### src/rtl/core/mm_pkg.sv
// ----------------------------------------------------------------------------
// mm_pkg
// Shared constants, types and helper functions for the fixed-point matrix
// multiply block.
// ----------------------------------------------------------------------------
package mm_pkg;

  localparam int MAX_DIM    = 8;
  localparam int ELEM_WIDTH = 16;

  localparam int IDX_W  = (MAX_DIM > 1) ? $clog2(MAX_DIM) : 1;
  localparam int ADDR_W = $clog2(MAX_DIM * MAX_DIM);
  localparam int DEPTH  = MAX_DIM * MAX_DIM;
  localparam int PROD_W = 2 * ELEM_WIDTH;
  localparam int ACC_W  = PROD_W + $clog2(MAX_DIM);
  localparam int SAT_W  = (ACC_W > 32) ? ACC_W : 33;

  localparam int ACT_W  = 2;
  localparam int POS_W  = 3;
  localparam int DIM_W  = 4;
  localparam int REG_W  = 2;
  localparam int VAL_W  = 16;
  localparam int OUT_W  = 32;

  localparam logic [ACT_W-1:0] ACT_LEFT    = 2'd0;
  localparam logic [ACT_W-1:0] ACT_RIGHT   = 2'd1;
  localparam logic [ACT_W-1:0] ACT_COMPUTE = 2'd2;

  localparam logic [REG_W-1:0] REG_LEFT_ROWS  = 2'd0;
  localparam logic [REG_W-1:0] REG_INNER_SIZE = 2'd1;
  localparam logic [REG_W-1:0] REG_RIGHT_COLS = 2'd2;

  localparam logic [DIM_W-1:0] DIM_RESET = DIM_W'(MAX_DIM);

  typedef struct packed {
    logic valid;
    logic first;
    logic last;
  } mac_ctl_t;

  // Returns the last index for a dimension register, with zero read as one
  // and anything above the store size read as the store size.
  function automatic logic [IDX_W-1:0] dim_last(input logic [DIM_W-1:0] d);
    logic [IDX_W-1:0] r;
    if (d == '0) begin
      r = '0;
    end else if (int'(d) > MAX_DIM) begin
      r = IDX_W'(MAX_DIM - 1);
    end else begin
      r = IDX_W'(d - 1'b1);
    end
    return r;
  endfunction

  function automatic logic [ADDR_W-1:0] addr_of(input logic [IDX_W-1:0] row,
                                                input logic [IDX_W-1:0] col);
    return ADDR_W'(int'(row) * MAX_DIM + int'(col));
  endfunction

endpackage

### src/rtl/core/mm_ram.sv
// ----------------------------------------------------------------------------
// mm_ram
// Generic single-write, single-read memory with a registered read port.
// ----------------------------------------------------------------------------
module mm_ram #(
  parameter int WIDTH = 16,
  parameter int DEPTH = 64
) (
  input  logic                     clk_i,
  input  logic                     we_i,
  input  logic [$clog2(DEPTH)-1:0] waddr_i,
  input  logic [WIDTH-1:0]         wdata_i,
  input  logic [$clog2(DEPTH)-1:0] raddr_i,
  output logic [WIDTH-1:0]         rdata_o
);

  logic [WIDTH-1:0] mem_q [DEPTH];
  logic [WIDTH-1:0] rdata_q;

  always_ff @(posedge clk_i) begin
    if (we_i) begin
      mem_q[waddr_i] <= wdata_i;
    end
    rdata_q <= mem_q[raddr_i];
  end

  assign rdata_o = rdata_q;

endmodule

### src/rtl/core/mm_mac.sv
// ----------------------------------------------------------------------------
// mm_mac
// Shared multiply-accumulate unit: one registered product stage, one
// accumulate stage, and saturation of the sum to a signed 32-bit result.
// ----------------------------------------------------------------------------
module mm_mac (
  input  logic                                clk_i,
  input  logic                                rst_ni,
  input  mm_pkg::mac_ctl_t                    ctl_i,
  input  logic signed [mm_pkg::ELEM_WIDTH-1:0] a_i,
  input  logic signed [mm_pkg::ELEM_WIDTH-1:0] b_i,
  output logic signed [mm_pkg::OUT_W-1:0]     sum_o,
  output logic                                done_o
);

  import mm_pkg::*;

  localparam logic signed [SAT_W-1:0] SAT_MAX = SAT_W'(2147483647);
  localparam logic signed [SAT_W-1:0] SAT_MIN = -SAT_MAX - SAT_W'(1);

  mac_ctl_t                  prod_ctl_q;
  logic signed [PROD_W-1:0] prod_q;
  logic signed [ACC_W-1:0]  acc_q;
  logic signed [ACC_W-1:0]  acc_d;
  logic                      done_q;
  logic signed [SAT_W-1:0]  wide;

  always_comb begin
    if (prod_ctl_q.first) begin
      acc_d = ACC_W'(prod_q);
    end else begin
      acc_d = acc_q + ACC_W'(prod_q);
    end
  end

  always_ff @(posedge clk_i or negedge rst_ni) begin
    if (!rst_ni) begin
      prod_ctl_q <= '0;
      done_q     <= 1'b0;
    end else begin
      prod_ctl_q <= ctl_i;
      done_q     <= prod_ctl_q.valid && prod_ctl_q.last;
    end
  end

  always_ff @(posedge clk_i) begin
    if (ctl_i.valid) begin
      prod_q <= a_i * b_i;
    end
    if (prod_ctl_q.valid) begin
      acc_q <= acc_d;
    end
  end

  always_comb begin
    wide = SAT_W'(acc_q);
    if (wide > SAT_MAX) begin
      sum_o = SAT_MAX[OUT_W-1:0];
    end else if (wide < SAT_MIN) begin
      sum_o = SAT_MIN[OUT_W-1:0];
    end else begin
      sum_o = wide[OUT_W-1:0];
    end
  end

  assign done_o = done_q;

  a_done_after_last: assert property (@(posedge clk_i) disable iff (!rst_ni)
    done_q |-> $past(prod_ctl_q.valid) && $past(prod_ctl_q.last))
    else $error("mm_mac: done without a final product");

  a_first_ends_run: assert property (@(posedge clk_i) disable iff (!rst_ni)
    (ctl_i.valid && ctl_i.first) |-> !prod_ctl_q.valid || prod_ctl_q.last)
    else $error("mm_mac: new sum started inside a running sum");

endmodule

### src/rtl/core/matrix_multiply.sv
// ----------------------------------------------------------------------------
// matrix_multiply
// Fixed-point matrix multiply with two element stores and one shared
// multiply-accumulate unit stepped by a small sequencer.
//
//   Channel  Handshake               Carries
//   in       in_valid_i / in_stall_o action, row, column, element value
//   out      out_valid_o / out_stall_i row, column, saturated sum, last
//   cfg      cfg_valid_i / cfg_ready_o register index, 4-bit data
//
// A compute request produces each product element from inner_size store
// reads through the one read port of each store, then the multiplier,
// accumulator and output stages, and waits while the output is stalled.
// The input is stalled for the whole compute request. Reset clears control
// state only; the stores hold undefined data until written.
// ----------------------------------------------------------------------------
module matrix_multiply (
  input  logic                             clk_i,
  input  logic                             rst_ni,
  input  logic                             in_valid_i,
  output logic                             in_stall_o,
  input  logic [mm_pkg::ACT_W-1:0]         action_i,
  input  logic [mm_pkg::POS_W-1:0]         row_index_i,
  input  logic [mm_pkg::POS_W-1:0]         col_index_i,
  input  logic signed [mm_pkg::VAL_W-1:0]  elem_value_i,
  output logic                             out_valid_o,
  input  logic                             out_stall_i,
  output logic [mm_pkg::POS_W-1:0]         out_row_o,
  output logic [mm_pkg::POS_W-1:0]         out_col_o,
  output logic signed [mm_pkg::OUT_W-1:0]  out_value_o,
  output logic                             last_o,
  input  logic                             cfg_valid_i,
  output logic                             cfg_ready_o,
  input  logic [mm_pkg::REG_W-1:0]         cfg_index_i,
  input  logic [mm_pkg::DIM_W-1:0]         cfg_data_i
);

  import mm_pkg::*;

  typedef enum logic [1:0] {
    ST_IDLE,
    ST_ISSUE,
    ST_WAIT,
    ST_EMIT
  } state_e;

  state_e            state_q;
  logic [DIM_W-1:0]  left_rows_q;
  logic [DIM_W-1:0]  inner_size_q;
  logic [DIM_W-1:0]  right_cols_q;
  logic [IDX_W-1:0]  r_q;
  logic [IDX_W-1:0]  c_q;
  logic [IDX_W-1:0]  k_q;
  logic [IDX_W-1:0]  r_last_q;
  logic [IDX_W-1:0]  c_last_q;
  logic [IDX_W-1:0]  k_last_q;
  mac_ctl_t          rd_ctl_q;
  mac_ctl_t          issue_ctl;
  logic              out_valid_q;
  logic [POS_W-1:0]  out_row_q;
  logic [POS_W-1:0]  out_col_q;
  logic signed [OUT_W-1:0] out_value_q;
  logic              out_last_q;

  logic              in_accept;
  logic              in_range;
  logic              left_we;
  logic              right_we;
  logic [ADDR_W-1:0] waddr;
  logic [ELEM_WIDTH-1:0] wdata;
  logic [ELEM_WIDTH-1:0] left_rdata;
  logic [ELEM_WIDTH-1:0] right_rdata;
  logic signed [OUT_W-1:0] mac_sum;
  logic              mac_done;
  logic              out_free;

  assign in_stall_o  = (state_q != ST_IDLE);
  assign in_accept   = in_valid_i && !in_stall_o;
  assign cfg_ready_o = 1'b1;

  assign in_range = (int'(row_index_i) < MAX_DIM) && (int'(col_index_i) < MAX_DIM);
  assign waddr    = addr_of(IDX_W'(row_index_i), IDX_W'(col_index_i));
  assign wdata    = ELEM_WIDTH'(elem_value_i);
  assign left_we  = in_accept && in_range && (action_i == ACT_LEFT);
  assign right_we = in_accept && in_range && (action_i == ACT_RIGHT);

  assign issue_ctl.valid = (state_q == ST_ISSUE);
  assign issue_ctl.first = (k_q == '0);
  assign issue_ctl.last  = (k_q == k_last_q);

  assign out_free = !out_valid_q || !out_stall_i;

  mm_ram #(
    .WIDTH(ELEM_WIDTH),
    .DEPTH(DEPTH)
  ) u_left_ram (
    .clk_i  (clk_i),
    .we_i   (left_we),
    .waddr_i(waddr),
    .wdata_i(wdata),
    .raddr_i(addr_of(r_q, k_q)),
    .rdata_o(left_rdata)
  );

  mm_ram #(
    .WIDTH(ELEM_WIDTH),
    .DEPTH(DEPTH)
  ) u_right_ram (
    .clk_i  (clk_i),
    .we_i   (right_we),
    .waddr_i(waddr),
    .wdata_i(wdata),
    .raddr_i(addr_of(k_q, c_q)),
    .rdata_o(right_rdata)
  );

  mm_mac u_mac (
    .clk_i (clk_i),
    .rst_ni(rst_ni),
    .ctl_i (rd_ctl_q),
    .a_i   (left_rdata),
    .b_i   (right_rdata),
    .sum_o (mac_sum),
    .done_o(mac_done)
  );

  always_ff @(posedge clk_i or negedge rst_ni) begin
    if (!rst_ni) begin
      left_rows_q  <= DIM_RESET;
      inner_size_q <= DIM_RESET;
      right_cols_q <= DIM_RESET;
    end else if (cfg_valid_i && cfg_ready_o) begin
      unique case (cfg_index_i)
        REG_LEFT_ROWS:  left_rows_q  <= cfg_data_i;
        REG_INNER_SIZE: inner_size_q <= cfg_data_i;
        REG_RIGHT_COLS: right_cols_q <= cfg_data_i;
        default: ;
      endcase
    end
  end

  always_ff @(posedge clk_i or negedge rst_ni) begin
    if (!rst_ni) begin
      rd_ctl_q <= '0;
    end else begin
      rd_ctl_q <= issue_ctl;
    end
  end

  always_ff @(posedge clk_i or negedge rst_ni) begin
    if (!rst_ni) begin
      state_q     <= ST_IDLE;
      r_q         <= '0;
      c_q         <= '0;
      k_q         <= '0;
      r_last_q    <= '0;
      c_last_q    <= '0;
      k_last_q    <= '0;
      out_valid_q <= 1'b0;
      out_row_q   <= '0;
      out_col_q   <= '0;
      out_value_q <= '0;
      out_last_q  <= 1'b0;
    end else begin
      if (out_valid_q && !out_stall_i) begin
        out_valid_q <= 1'b0;
      end
      unique case (state_q)
        ST_IDLE: begin
          if (in_accept && (action_i == ACT_COMPUTE)) begin
            r_q      <= '0;
            c_q      <= '0;
            k_q      <= '0;
            r_last_q <= dim_last(left_rows_q);
            c_last_q <= dim_last(right_cols_q);
            k_last_q <= dim_last(inner_size_q);
            state_q  <= ST_ISSUE;
          end
        end
        ST_ISSUE: begin
          if (k_q == k_last_q) begin
            k_q     <= '0;
            state_q <= ST_WAIT;
          end else begin
            k_q <= k_q + 1'b1;
          end
        end
        ST_WAIT: begin
          if (mac_done) begin
            state_q <= ST_EMIT;
          end
        end
        ST_EMIT: begin
          if (out_free) begin
            out_valid_q <= 1'b1;
            out_row_q   <= POS_W'(r_q);
            out_col_q   <= POS_W'(c_q);
            out_value_q <= mac_sum;
            out_last_q  <= (r_q == r_last_q) && (c_q == c_last_q);
            if (c_q == c_last_q) begin
              c_q <= '0;
              if (r_q == r_last_q) begin
                r_q     <= '0;
                state_q <= ST_IDLE;
              end else begin
                r_q     <= r_q + 1'b1;
                state_q <= ST_ISSUE;
              end
            end else begin
              c_q     <= c_q + 1'b1;
              state_q <= ST_ISSUE;
            end
          end
        end
        default: state_q <= ST_IDLE;
      endcase
    end
  end

  assign out_valid_o = out_valid_q;
  assign out_row_o   = out_row_q;
  assign out_col_o   = out_col_q;
  assign out_value_o = out_value_q;
  assign last_o      = out_last_q;

  a_done_in_wait: assert property (@(posedge clk_i) disable iff (!rst_ni)
    mac_done |-> state_q == ST_WAIT)
    else $error("matrix_multiply: sum finished outside the wait state");

  a_emit_from_wait: assert property (@(posedge clk_i) disable iff (!rst_ni)
    (state_q == ST_EMIT) |-> $past(state_q) == ST_WAIT || $past(state_q) == ST_EMIT)
    else $error("matrix_multiply: emit entered without a finished sum");

  a_counters_in_range: assert property (@(posedge clk_i) disable iff (!rst_ni)
    (state_q != ST_IDLE) |-> r_q <= r_last_q && c_q <= c_last_q && k_q <= k_last_q)
    else $error("matrix_multiply: loop counter past its limit");

  a_no_write_while_busy: assert property (@(posedge clk_i) disable iff (!rst_ni)
    (left_we || right_we) |-> state_q == ST_IDLE && !rd_ctl_q.valid)
    else $error("matrix_multiply: store written during a compute request");

endmodule

### config.mk
export PLATFORM = sky130hd
export DESIGN_NAME = matrix_multiply
export DESIGN_NICKNAME = d
export VERILOG_FILES = /design/src/rtl/core/mm_pkg.sv /design/src/rtl/core/mm_ram.sv /design/src/rtl/core/mm_mac.sv /design/src/rtl/core/matrix_multiply.sv
export SDC_FILE = /design/constraint.sdc
export NUM_CORES = 2
export LEC_CHECK = 0
export BUFFER_PORTS_ARGS = -buffer_cell sky130_fd_sc_hd__buf_2
export CAP_MARGIN = 20
export CORE_UTILIZATION = 55
export CTS_CLUSTER_SIZE = 25
export DETAILED_ROUTE_END_ITERATION = 10
export PLACE_DENSITY_LB_ADDON = 0.15
export SLEW_MARGIN = 20
export SYNTH_ARGS = -nofsm -noshare
export SYNTH_HDL_FRONTEND = slang
export SYNTH_SLANG_ARGS = --single-unit
### constraint.sdc
create_clock -name clk_i -period 6.75 [get_ports clk_i]
set_input_delay 1.0125 -clock clk_i [delete_from_list [all_inputs] [get_ports clk_i]]
set_output_delay 1.0125 -clock clk_i [all_outputs]
set_load 0.05 [all_outputs]
Word level (Yosys, flattened, before mapping)
Memories as Yosys holds them, arrays and structs flattened. A register that Yosys moved wholly into a read port is not among the register bits.
Index checks and enable logic that the tools add are counted.
{ "totals": {"mem_bits_rw": 2048, "regBits": 146, "rom_bits": 0, "n_memories": 2, "wordCells": 120, "latchBits": 0} }
{ "memory_table": {"columns": ["memory", "words", "word_bits", "rd", "rd_ports_with_merged_regs", "wr", "line", "text"], "rows": [
  ["u_left_ram.mem_q", 64, 16, 1, 1, 1, "mm_ram.sv:17", "logic [WIDTH-1:0] mem_q [DEPTH];"],
  ["u_right_ram.mem_q", 64, 16, 1, 1, 1, "mm_ram.sv:17", null]
]} }
{ "classes": {"addsub": 10, "n_shift": 0, "bitwise_logic": 0, "n_mux": 33, "eq_ne": 15, "n_lt_le_gt_ge": 5, "div": 0, "multipliers": 1, "reduce_logical": 30} }
{ "op_table": {"columns": ["cell", "count"], "rows": [
  ["2-to-1 mux 32 bit", 2],
  ["2-to-1 mux 3 bit", 13],
  ["adder 35 x 32 -> 35 bit", 1],
  ["greater-than comparator 35 x 32 -> 1 bit, second input constant", 1],
  ["less-than comparator 35 x 32 -> 1 bit, second input constant", 1],
  ["2-to-1 mux 35 bit", 1],
  ["multiplier 16 x 16 -> 32 bit", 1],
  ["adder 6 x 3 -> 6 bit", 3],
  ["case mux 3 bit (2 select lines)", 3],
  ["greater-than comparator 4 bit, second input constant", 3],
  ["logical NOT 4 bit", 3],
  ["AND reduction 2 bit", 6],
  ["2-to-1 mux 2 bit", 5],
  ["adder 3 x 1 -> 3 bit, second input constant", 3],
  ["== test 3 bit", 3],
  ["subtractor 3 x 1 -> 3 bit, second input constant", 3],
  ["== test 2 bit, second input constant", 4],
  ["2-to-1 mux 1 bit", 8],
  ["!= test 2 bit, second input constant", 4],
  ["case mux 2 bit (4 select lines)", 1],
  ["AND reduction 4 bit", 2],
  ["logical AND 1 bit", 7],
  ["== test 2 x 1 -> 1 bit, second input constant", 3],
  ["logical NOT 2 bit", 3],
  ["other kinds (6)", 10]
]} }

Logic depth before layout (Yosys ltp)
{ "depth": {"word_depth": 6, "mapped_depth": 24, "ltp_nobuf": 23} }

Hierarchy
A second synthesis with hierarchy kept.
{ "unflattened": {"hier_cells": 5479, "area_unflattened_um2": 98001.5} }
{ "by_module_without_submodules": {"columns": ["module", "cells_each", "area_per_inst_um2", "instances"], "rows": [
  ["mm_ram", 1829, 40042.2, 2],
  ["mm_mac", 1557, 14528.9, 1],
  ["matrix_multiply", 264, 3388.2, 1]
]} }

Worst setup path after synthesis
OpenSTA, ideal clock, no wires.
{ "synth_path": {"path_type": "register to register", "startpoint": "reg u_left_ram.rdata_q[15] (netlist: u_left_ram.rdata_o[15]) (read register of u_left_ram.mem_q)", "endpoint": "reg u_mac.prod_q[31] (data pin)", "period_less_slack_ps": 6011, "arrival_time_ps": 5751, "required_ps": 6490, "stages_incl_launch_ff": 25, "n_path_buf": 1, "slack_ps": 739, "cell_sequence": "dfxtp_1 clkbuf_1 nand2_1 inv_1 fa_1 inv_1 fa_1 fa_1 inv_1 fa_1 fa_1 inv_1 fa_1 inv_1 ha_1 a21o_1 a21o_1 a21oi_1 o21ai_0 a31o_2 a31oi_4 o2111ai_1 a31o_1 a21oi_2 xnor2_1"} }
{ "synth_via": {"elab_chain_len": 1} }
{ "synth_lines": {"columns": ["element", "line", "text"], "rows": [
  ["start: declaration", "mm_ram.sv:18", "logic [WIDTH-1:0] rdata_q;"],
  ["multiplier 16 x 16 -> 32 bit", "mm_mac.sv:48", "prod_q <= a_i * b_i;"],
  ["end signal: assignment", "mm_mac.sv:48", null],
  ["end: declaration", "mm_mac.sv:22", "logic signed [PROD_W-1:0] prod_q;"]
]} }
Every way passes these cells.
A chain may end at the register's enable or synchronous reset.

Worst setup path in the final report
{ "layout_path": {"startpoint": "reg u_left_ram.rdata_q[6] (netlist: u_left_ram.rdata_o[6]) (read register of u_left_ram.mem_q)", "endpoint": "reg u_mac.prod_q[28] (data pin)"} }
The elaborated chain is that of the path after synthesis.

==> qor.csv <==
metric,value,unit
fin_tns_setup,0,ns
setup_viol,0,
dpl-instance-area,99900,sq um
antenna_found_initial,19,
skew,0.0272,ns
worst_r2r_path_depth,20,
die_y,419,microns
final_cells,7632,
clkTransAtPathRegs,0.06,ns
drt_iter0_markers,5326,
synth_cell_types,68,
htree_levels,4,
syn2layout_area_growth,11.3,%
r2r_end,u_mac.prod_q[28]$_DFFE_PP_,
rows,152,
multiInputGateArea,27600,sq um
mostFrequentLayoutCell,edfxtp_1,
r2r_setup_slack,0.30,ns
ys_ff_latch,2226,
final_area,107000,sq um
ys.flop_type,edfxtp_1,
syn-cell-area,95800,sq um
grtUsageTotal,0.262,
yosysWarnings,0,
drc,0,
grt_setup_unrepaired,no,
seqCellArea,66200,sq um
first_pass_iters,7,
syn-num-nets,5265,
dieArea,176000,sq um
hold_viol,0,
wl,224000,microns
clk_path_buf_depth,3,
crit_path_end_kind,flop,
tritoncts,built,
start_util,0.556,
synth_edf_count,2115,
finalCriticalPeriod,6.45,ns
cts_hold_buf,0,
route.detailed.wl_per_inst,29.3,microns
synth_cells,4840,
die_w,419,microns
grt-ovfl-total,0,
max-slew-margin-rel,0.281,
synth_top_area_share,0.663,
ys_seq_area_frac,0.690,
cp_data_required_time,7.35,ns
grt_pass1_vias,47200,
fillers,12100,
cp_max_fo,12,
r2r_start,u_left_ram.rdata_o[6]$_DFF_P_,
cts_setup_buffers,0,
maxSlewViolCount,0,
synth.avg_cell_area,19.8,sq um
dp_cells,7216,
hold_path_class,in -> async,
critPathKind,reg -> reg,
async_flop_share,0.0355,
grt_first_pass_wirelength,329000,microns
fp.coreArea,172000,sq um
start_kind,flop,
maxCapViolations,0,
clk_latency,0.86,ns
yosys-top-cells-area,"edfxtp_1 66%, mux4_2 16%, fa_1 5.5%",
tightestPinTransition,1.07,ns
cts_sinks,2226,
cp.arrival,7.05,ns
most-common-layout-cells,"2115 x edfxtp_1, 672 x mux4_2, 314 x inv_1",
place.gp.congestion,0.888,
port_buffers,75,
fmax,0.155,GHz
antenna_left,0,
drive_above_1_share,0.249,
numCtsBuffers,218,
synth_top_area_cell,edfxtp_1,
final_nets,5551,
vias,46700,
grt_max_degree,123,
clockRootBuffer,clkbuf_16,
timing.final.ws_setup,0.299,ns
io_pins,77,
outcome,"complete, no violations",
place_ws,0.243,ns
dp_hpwl,140000,microns
final.period_utilization,0.956,
drt-vias-per-instance,6.12,
## worst max-delay path, stage by stage (launching register included)
cell,delay (ns)
dfxtp_1,0.66
and2_1,0.23
fa_1,0.42
inv_1,0.08
fa_1,0.43
fa_1,0.51
fa_1,0.55
inv_1,0.05
fa_1,0.50
fa_1,0.42
ha_1,0.36
a21o_1,0.19
a21o_1,0.17
a21o_1,0.18
a21o_1,0.18
a21oi_1,0.20
a21oi_1,0.14
o31ai_1,0.52
o21bai_1,0.13
a21oi_1,0.19
xnor2_1,0.08
## worst max-delay path by stage
stage	cells after the start	slack, ns	end	from
2_1_floorplan	24	0.74	u_mac.prod_q[31]$_DFFE_PP_	u_left_ram.rdata_o[15]$_DFF_P_
3_3_place_gp	20	0.30	u_mac.prod_q[30]$_DFFE_PP_	u_left_ram.rdata_o[5]$_DFF_P_
3_5_place_dp	20	0.24	u_mac.prod_q[28]$_DFFE_PP_	u_left_ram.rdata_o[5]$_DFF_P_
4_1_cts	20	0.23	u_mac.prod_q[28]$_DFFE_PP_	u_left_ram.rdata_o[5]$_DFF_P_
5_1_grt	21	0.01	u_mac.prod_q[31]$_DFFE_PP_	u_left_ram.rdata_o[6]$_DFF_P_
6_report	20	0.30	u_mac.prod_q[28]$_DFFE_PP_	u_left_ram.rdata_o[6]$_DFF_P_
## through the flow
step,util,hold WS [ns]
2_1_floorplan,-,0.331
3_3_place_gp,0.580,0.338
3_5_place_dp,0.580,0.342
4_1_cts,0.619,0.0451
5_1_grt,0.619,0.107
6_report,0.619,0.102
## cells in the mapped netlist (5+ instances only)
master    count
edfxtp_1   2115
mux4_2      672
inv_1       314
nand2_1     270
fa_1        263
nor2_1      181
clkbuf_1    142
and2_1      130
ha_1        127
o21ai_0      85
dfrtp_1      76
a21oi_1      58
xnor2_1      56
dfxtp_1      32
buf_2        30
mux2_2       30
a21o_1       28
buf_4        28
o21ai_1      24
nand3_1      19
xor2_1       19
nand2b_1     15
buf_1        13
nor2b_1       8
o21bai_1      8
and3_1        7
o21a_1        7
buf_6         6
or3_1         6
nand3b_1      5
nor3_1        5
o211ai_1      5
## cell type report
cell class	instances	area share
clock inverters	113	0.00836
repair buffers	285	0.0197
well taps	2310	0.0271
flip-flops and latches	2226	0.620
diodes	10	0.000235
inverters	314	0.0110
clock buffers	293	0.0551
multi-input cells	2081	0.258
## metal layers
metal,GRT usage,up-vias,share of wire
met5,0,-,0.000058
met1,0.397,25000,0.43
met3,0.0391,284,0.070
li1,-,19500,-
met2,0.403,1851,0.47
met4,0.0679,2,0.023
## cell families (layout without fill, tap and decap cells)
family | Yosys count | count (layout) | synth area share
buf+inv | 533 | 1005 | 0.0228
compound gates | 250 | 250 | 0.0159
fa+ha+maj | 390 | 390 | 0.0715
xor+xnor | 75 | 75 | 0.00685
other cells | 1 | 11 | 0.0000391
simple gates | 661 | 661 | 0.0313
mux | 704 | 704 | 0.162
flops | 2226 | 2226 | 0.690
## registers in the layout (all words and copies together) (netlist names), 2 cells and up
signal and flops:
out_value_o 32, c_last_q 3, u_left_ram.mem_q 1024, u_right_ram.rdata_o 16
u_mac.prod_q 32, out_col_o 3, u_right_ram.mem_q 1024, r_last_q 3
out_row_o 3, state_q 2, rd_ctl_q 3, right_cols_q 4
k_q 3, k_last_q 3, c_q 3, inner_size_q 4
r_q 3, left_rows_q 4, u_mac.prod_ctl_q 3, u_left_ram.rdata_o 16
u_mac.acc_q 35
## what timing repair did
| item | CTS | global route |
|---|---|---|
| endpoints found under the setup margin | 0 | 3 |
| hold endpoints to repair | 0 | 0 |
| gates resized for setup | 0 | 5 |
Power is left out: the tool's default activity adds up to more than one toggle a clock period on the data nets, which glitch-free logic cannot reach.
